--- config.mk ---
export PLATFORM = sky130hd
export DESIGN_NAME = glmm_back
export DESIGN_NICKNAME = d
export VERILOG_FILES = /design/src/sv/gaussian_linear_moment_mac_macros.svh /design/src/sv/glmm_pkg.sv /design/src/sv/glmm_back.sv
export SDC_FILE = /design/constraint.sdc
export NUM_CORES = 1
export LEC_CHECK = 0
export ABC_CLOCK_PERIOD_IN_PS = 7500
export BUFFER_PORTS_ARGS = -buffer_cell sky130_fd_sc_hd__buf_4
export CAP_MARGIN = 10
export CORE_MARGIN = 10
export CORE_UTILIZATION = 55
export CTS_BUF_LIST = sky130_fd_sc_hd__clkbuf_2
export DETAILED_ROUTE_END_ITERATION = 12
export PLACE_DENSITY = 0.76
export SLEW_MARGIN = 20
export SYNTH_ARGS = -nofsm -noshare
export SYNTH_HDL_FRONTEND = slang
export SYNTH_SLANG_ARGS = --single-unit
--- constraint.sdc ---
create_clock -name clk -period 7.5 [get_ports clk]
set_input_delay 0.75 -clock clk [delete_from_list [all_inputs] [get_ports clk]]
set_output_delay 0.75 -clock clk [all_outputs]
set_load 0.005 [all_outputs]
--- src/sv/gaussian_linear_moment_mac_macros.svh ---
// Assertion macros for the moment MAC modules; glmm_fifo includes them.
// Each macro expects signals named clk and arst_n in the including module.
`ifndef GAUSSIAN_LINEAR_MOMENT_MAC_MACROS_SVH
`define GAUSSIAN_LINEAR_MOMENT_MAC_MACROS_SVH

// Consequence must hold in the same cycle as the antecedent.
`define GLMM_ASSERT_IMPL(name, ante, cons, msg) \
	name: assert property (@(posedge clk) disable iff (!arst_n) (ante) |-> (cons)) \
		else $error(msg);

// Consequence must hold in the cycle after the antecedent.
`define GLMM_ASSERT_NEXT(name, ante, cons, msg) \
	name: assert property (@(posedge clk) disable iff (!arst_n) (ante) |=> (cons)) \
		else $error(msg);

`endif

--- src/sv/glmm_pkg.sv ---
// Package for the Gaussian moment MAC: formats, widths, register codes and
// the types passed between the front end, the term queue and the back end.
`default_nettype none
package glmm_pkg;
	localparam int FRAC_BITS = 12;
	localparam int IN_W      = 16;
	localparam int MT_W      = 2 * IN_W;
	localparam int SQ_W      = 2 * IN_W - 1;
	localparam int PF_W      = IN_W + SQ_W;
	localparam int P_W       = PF_W - FRAC_BITS;
	localparam int VT_W      = ((P_W > MT_W) ? P_W : MT_W) + 2;
	localparam int ACC_W     = 48;
	localparam int VAR_W     = 47;
	localparam int VS_W      = ((VT_W > VAR_W) ? VT_W : VAR_W) + 1;
	localparam int QDEPTH    = 4;
	localparam int QAW       = $clog2(QDEPTH);
	localparam int QCW       = $clog2(QDEPTH + 1);
	localparam int CFG_IW    = 2;

	localparam logic [CFG_IW-1:0] CFG_BIAS_MEAN = 2'd0;
	localparam logic [CFG_IW-1:0] CFG_BIAS_VAR  = 2'd1;

	typedef struct packed {
		logic signed [MT_W-1:0] mean_term;
		logic [VT_W-1:0]        var_term;
		logic                   last;
	} term_t;

	typedef struct packed {
		logic [QCW-1:0] count;
		logic           empty;
	} fifo_stat_t;

	typedef struct packed {
		logic signed [IN_W-1:0] bmean;
		logic [IN_W-1:0]        bvar;
	} bias_t;
endpackage
`default_nettype wire

--- src/sv/glmm_back.sv ---
// Back end: saturating mean and variance accumulators, bias stage and the
// output register. Depends on glmm_pkg.
`default_nettype none
module glmm_back import glmm_pkg::*; (
	input  logic                    clk,
	input  logic                    arst_n,
	input  fifo_stat_t              stat,
	input  term_t                   ent,
	output logic                    pop,
	input  bias_t                   bias,
	output logic                    out_valid,
	input  logic                    out_ready,
	output logic signed [ACC_W-1:0] z_mean,
	output logic [VAR_W-1:0]        z_var,
	output logic                    saturated
);
	localparam logic signed [ACC_W-1:0] MEAN_MAX = {1'b0, {(ACC_W-1){1'b1}}};
	localparam logic signed [ACC_W-1:0] MEAN_MIN = {1'b1, {(ACC_W-1){1'b0}}};
	localparam logic [VAR_W-1:0]        VAR_MAX  = {VAR_W{1'b1}};

	logic signed [ACC_W-1:0] mean_acc_q;
	logic [VAR_W-1:0]        var_acc_q;
	logic                    sat_seen_q;
	logic                    fin_valid_q;
	logic signed [ACC_W-1:0] fin_mean_q;
	logic [VAR_W-1:0]        fin_var_q;
	logic                    fin_sat_q;
	logic                    out_valid_q;
	logic signed [ACC_W-1:0] z_mean_q;
	logic [VAR_W-1:0]        z_var_q;
	logic                    sat_q;
	logic                    fin_move;
	logic                    fin_free;
	logic [ACC_W:0]          msum;
	logic [VS_W-1:0]         vsum;
	logic signed [ACC_W-1:0] mean_next;
	logic [VAR_W-1:0]        var_next;
	logic                    sat_next;
	logic [ACC_W:0]          bsum;
	logic [VAR_W:0]          bvsum;
	logic signed [ACC_W-1:0] zm;
	logic [VAR_W-1:0]        zv;
	logic                    zsat;

	assign fin_move = fin_valid_q && (!out_valid_q || out_ready);
	assign fin_free = !fin_valid_q || fin_move;
	assign pop      = !stat.empty && (!ent.last || fin_free);

	assign msum = {mean_acc_q[ACC_W-1], mean_acc_q}
		+ {{(ACC_W+1-MT_W){ent.mean_term[MT_W-1]}}, ent.mean_term};
	assign vsum = VS_W'(var_acc_q) + VS_W'(ent.var_term);

	always_comb begin
		sat_next = sat_seen_q;
		if (msum[ACC_W] != msum[ACC_W-1]) begin
			mean_next = msum[ACC_W] ? MEAN_MIN : MEAN_MAX;
			sat_next  = 1'b1;
		end else begin
			mean_next = msum[ACC_W-1:0];
		end
		if (vsum[VS_W-1:VAR_W] != '0) begin
			var_next = VAR_MAX;
			sat_next = 1'b1;
		end else begin
			var_next = vsum[VAR_W-1:0];
		end
	end

	assign bsum = {fin_mean_q[ACC_W-1], fin_mean_q}
		+ ({{(ACC_W+1-IN_W){bias.bmean[IN_W-1]}}, bias.bmean} << FRAC_BITS);
	assign bvsum = {1'b0, fin_var_q} + ((VAR_W+1)'(bias.bvar) << FRAC_BITS);

	always_comb begin
		zsat = fin_sat_q;
		if (bsum[ACC_W] != bsum[ACC_W-1]) begin
			zm   = bsum[ACC_W] ? MEAN_MIN : MEAN_MAX;
			zsat = 1'b1;
		end else begin
			zm = bsum[ACC_W-1:0];
		end
		if (bvsum[VAR_W]) begin
			zv   = VAR_MAX;
			zsat = 1'b1;
		end else begin
			zv = bvsum[VAR_W-1:0];
		end
	end

	always_ff @(posedge clk or negedge arst_n) begin
		if (!arst_n) begin
			mean_acc_q  <= '0;
			var_acc_q   <= '0;
			sat_seen_q  <= 1'b0;
			fin_valid_q <= 1'b0;
			out_valid_q <= 1'b0;
		end else begin
			if (pop) begin
				if (ent.last) begin
					mean_acc_q <= '0;
					var_acc_q  <= '0;
					sat_seen_q <= 1'b0;
				end else begin
					mean_acc_q <= mean_next;
					var_acc_q  <= var_next;
					sat_seen_q <= sat_next;
				end
			end
			if (pop && ent.last) begin
				fin_valid_q <= 1'b1;
			end else if (fin_move) begin
				fin_valid_q <= 1'b0;
			end
			if (fin_move) begin
				out_valid_q <= 1'b1;
			end else if (out_ready) begin
				out_valid_q <= 1'b0;
			end
		end
	end

	always_ff @(posedge clk) begin
		if (pop && ent.last) begin
			fin_mean_q <= mean_next;
			fin_var_q  <= var_next;
			fin_sat_q  <= sat_next;
		end
		if (fin_move) begin
			z_mean_q <= zm;
			z_var_q  <= zv;
			sat_q    <= zsat;
		end
	end

	assign out_valid = out_valid_q;
	assign z_mean    = z_mean_q;
	assign z_var     = z_var_q;
	assign saturated = sat_q;
endmodule
`default_nettype wire
* Yosys cells after proc, flatten, opt, wreduce, memory -nomap -nowiden
Index checks and enable logic that the tools add are counted.
Storage, ports and cells: bits of input ports 109, bits in registers 290, RAM bits 0, output and inout port bits 98, memories kept 0, bits in latches 0, word-level logic and storage cells 44, ROM bits 0
Cells by class: add/subtract/negate cells 4, equality and inequality tests 2, bitwise operators 0, order comparisons 0, multiply operators 0, divide/modulo/power cells 0, reductions and logical operators 13, muxes and demuxes 14, shift-type cells 0
Operators by type and width (number):
- $mux W48 | 5
- $mux W47 | 2
- $add A48 B28 Y49 | 1
- $add A48 B32 Y49 | 1
- $add A47 B28 Y48 | 1
- $add A47 B37 Y48 | 1
- $mux W1 | 7
- $logic_not A1 Y1 | 4
- $reduce_bool A2 Y1 | 2
- $logic_and A1 B1 Y1 | 3
- $logic_or A1 B1 Y1 | 3
- $ne A1 B1 Y1 | 2
- $reduce_or A2 Y1 | 1

* Logic depth before layout (Yosys ltp)
word-level depth 8, gate-level depth with buffers 15, mapped depth without buffers 13

* Worst setup path after synthesis
OpenSTA, ideal clock, no wires.
kind input to register, start in out_ready, end reg sat_q (netlist: saturated) (enable), path buffers 0, arrival time 5.081 ns, slack 1.856 ns, cell stages on the path 2, library setup time 0.563 ns, data required time 6.937 ns, cells stage by stage nor2b_1 > nor2b_1
On the way: word-level cells in the longest chain between the ends 2
RTL lines:
- from (decl) | RTL line glmm_back.sv:12 | input logic out_ready,
- $logic_or A1 B1 Y1 | RTL line glmm_back.sv:45 | assign fin_move = fin_valid_q && (!out_valid_q || out_ready);
- $logic_and A1 B1 Y1 | RTL line glmm_back.sv:45
- via fin_move | RTL line glmm_back.sv:32 | logic fin_move;
- to (signal assigned) | RTL line glmm_back.sv:130 | sat_q <= zsat;
- to (decl) | RTL line glmm_back.sv:31 | logic sat_q;
The timed path passes the listed nets, and every way through them passes these cells. A chain may end at the register's enable or synchronous reset.

* Worst setup path after layout
start reg out_valid_q (netlist: out_valid), end out pop
On the way: word-level cells in the longest chain between the ends 6
RTL lines:
- from (decl) | RTL line glmm_back.sv:28 | logic out_valid_q;
- from (signal assigned) | RTL line glmm_back.sv:95 | out_valid_q <= 1'b0;
- from (signal assigned) | RTL line glmm_back.sv:114 | out_valid_q <= 1'b1;
- from (signal assigned) | RTL line glmm_back.sv:116 | out_valid_q <= 1'b0;
- $logic_not A1 Y1 | RTL line glmm_back.sv:45
- $logic_or A1 B1 Y1 | RTL line glmm_back.sv:45
- $logic_and A1 B1 Y1 | RTL line glmm_back.sv:45
- $logic_or A1 B1 Y1 | RTL line glmm_back.sv:46 | assign fin_free = !fin_valid_q || fin_move;
- $logic_or A1 B1 Y1 | RTL line glmm_back.sv:47 | assign pop = !stat.empty && (!ent.last || fin_free);
- $logic_and A1 B1 Y1 | RTL line glmm_back.sv:47
- to (decl) | RTL line glmm_back.sv:9 | output logic pop,
No other way between the ends.

==> results.md <==
- Hold Path Class: input port to register
- Cell Count, Final, Fillers Out: 2,628
- Global-route wire length before repair: between 70,000 and 80,000 µm
- Worst skew pair latency: 930 ps
- Synth cell types: 88
- CTS Buffer Depth: 3
- CP arrival: 3840 ps
- Post_cts resized: 0
- Normalized max-slew margin: 0.2557
- Setup TNS: 0 ps
- Cells after Synth: 1,906
- Mapped Area: 18,490 µm²
- Slew Viols, Final: 0
- #FFs+latches synth: 290
- DP Area: 20,320 µm²
- Leakage: just over 0.009 µW
- Main synth FF type: edfxtp_1
- Layout area overhead: 14.00%
- YS warnings: 0
- Worst-Margin Slew: approximately 1100 ps
- Register area share after synthesis: 0.4444
- Status: finished, final reports clean
- DR vias: between 15,000 and 20,000
- Share of layout cells above drive strength 1: 0.1726
- Total routed wirelength: 49,970 µm
- Detail Route Antenna Nets: 0
- Crit Path Max Fanout: just over 90
- Final hold viol count: 0
- Setup Skew: between 50 and 60 ps
- Post-Synth Simple-Gate Area: 0.1457
- Placed Cells: 2,483
- Die Width: 203.4 µm
- Max-Cap Viols: 0
- Standard-cell rows: 67
- Hold_ws: 95.59 ps
- Pwr Density: 387.8 nW/µm²
- Post-synth ARST share: 0.3379
- Share of the synthesized area in the top cell type: 0.3118
- I/O Pins: 207
- Minimum clock period: 4586 ps
- Residual DRC: 0
- CTS buffer count: 77
- Max VDD drop: 0.0001991 V
- Mux contribution to synthesized area: 0.002977
- TritonRoute pass-1 iters: 5
- Period utilization: 0.6115
- CTS tree: done
- RePlAce Congestion: around 0.94
- Initial antenna violation count: 2
- WP data required: around 6800 ps
- Grt total ovfl: 0
- Drt wl/cell: 19.01 µm
- Clock Sink Count: just under 300
- Final Util: 0.6318
- Register Area: 8218 µm²
- WL met1: roughly 23,000 µm
- Synth Area in Compound Gates: 0.2118
- Postcts setup bufs: 0
- Commonest non-fill, non-tap cell in the layout: buf_4
- Die area: 41,360 µm²
- RSZ-0062 raised after global routing: false
- Avg Vias per Cell: around 5.9
- Avg Cell Area, Syn: between 9 and 10 µm²
- Core area: ~33,000 µm²
- Area occupied by multi-input gates: 9712 µm²
- CTS clk-pin slew, worst paths: roughly 100 ps
- Fmax: ~220 MHz
- Top sig layer: met4
- Gr usage total: 0.2364
- Largest family of logic cells by synthesized area: compound AO/OA/AOI/OAI gates
- Type of the worst setup path: register to primary output
- # setup viols final: 0
- Routed wl met3: 3742 µm
- Root buffer selected by CTS: clkbuf_2
- CTS H-tree lvls: 3
- Initial DRC Count: between 1,000 and 1,500
- IO buf count: 203
- Largest net degree at the start of global routing: 92
- Post-DP HPWL: 36,460 µm
- Met2 wire length: 22,460 µm
- Vias in the first global route: 14,970
- Adder-cell share of the synthesized area: 0.1052
- Die Height: 203.4 µm
- Final net count: approximately 2,400
- Syn Nets: 2,156
- Number of flops mapped to enable cells by yosys: about 190
- Nature of the critical path startpoint: register
- Post-route cell area: 21,080 µm²
- Commonest cells after routing, fill and taps aside: 212 x buf_4, 207 x nand2_1, 192 x edfxtp_1
- CP Capture Type: primary output
- Fillers: 2,808
- Xor and xnor area share after synthesis: 0.05731
- Area leader, netlist: edfxtp_1
- Starting Density: 0.5542
- Top post-synthesis cells by area: edfxtp_1 31%, dfrtp_1 13%, ha_1 9.3%, o21ai_0 4.5%, nand2_1 4.2%
-- routing by layer --
| layer | vias to the layer above | track usage |
|---|---|---|
| met4 | 0 | 0.07860 |
| met2 | 537 | 0.3601 |
| li1 | 7521 | - |
| met3 | 77 | 0.05140 |
| met1 | 7268 | 0.3287 |
| met5 | - | 0 |
-- final timing paths --
path                                 from             end  slack, ps  cells after the start
setup / recovery                out_valid             pop       2910                      5
hold / removal                    stat[0]   var_acc_q[16]        100                      2
setup reg to reg            mean_acc_q[0]  fin_mean_q[30]       2990                     13
hold reg to reg            mean_acc_q[24]  mean_acc_q[24]        500                      2
max in group asynchronous          arst_n   var_acc_q[29]       5860                      3
min in group asynchronous          arst_n  mean_acc_q[26]        380                      2
-- flip-flops by register name, summed over array words and instances, names as in the netlist --
register and flops:
z_var 47, fin_valid_q 1, fin_mean_q 48, saturated 1
z_mean 48, mean_acc_q 48, fin_var_q 47, fin_sat_q 1
out_valid 1, var_acc_q 47, sat_seen_q 1
-- final cells by class --
type / instances / share of cell area
antenna: 1 / 0.0001187
clock buffer: 110 / 0.02612
multi-input combinational: 1470 / 0.4607
inverter: 62 / 0.01116
tap: 448 / 0.02659
sequential: 290 / 0.3898
timing repair buffer: 214 / 0.07651
clock inverter: 33 / 0.008962
-- logic make-up (layout without fill, tap and decap cells) --
group / after synthesis / count (layout)
xor+xnor: 121 / 121
mux: 5 / 5
flops: 290 / 290
other cells: 0 / 1
buf+inv: 146 / 419
compound gates: 608 / 608
simple gates: 580 / 580
fa+ha+maj: 156 / 156
-- cell usage after synthesis (19+ instances only) --
cell / instances
nand4_1: 27
dfrtp_1: 98
nor3_1: 29
nand3_1: 34
ha_1: 137
nand2b_1: 33
xnor2_1: 74
and3_1: 28
a22o_1: 40
o21ai_0: 168
inv_1: 60
a211oi_1: 19
edfxtp_1: 192
o21bai_1: 20
a21oi_1: 152
xor2_1: 47
a31oi_1: 26
nand2_1: 207
nor2_1: 159
a21o_1: 67
clkbuf_1: 58
-- what timing repair did --
item,CTS,global route
hold buffers,1,0
endpoints found under the hold margin,49,0
setup endpoints to repair,0,0
-- per-stage QoR --
stage	total power, µW	setup slack, ps
floorplan	5750	1856
CTS	8147	2809
global placement	6857	2681
global route	8832	2596
finish	8175	2914
detailed placement	6958	2628
-- power by group --
part           switching, µW  internal, µW  leakage, µW
sequential               222          2400      0.00306
clock                    694           470     0.000565
combinational           2670          1720      0.00568
-- worst max-delay path, stage by stage, from the launching register on --
cell	delay, ps
dfrtp_1	350
nor2b_1	360
a31o_4	200
buf_4	850
clkinv_1	780
buf_4	360
Power figures use the tool's default switching activity.
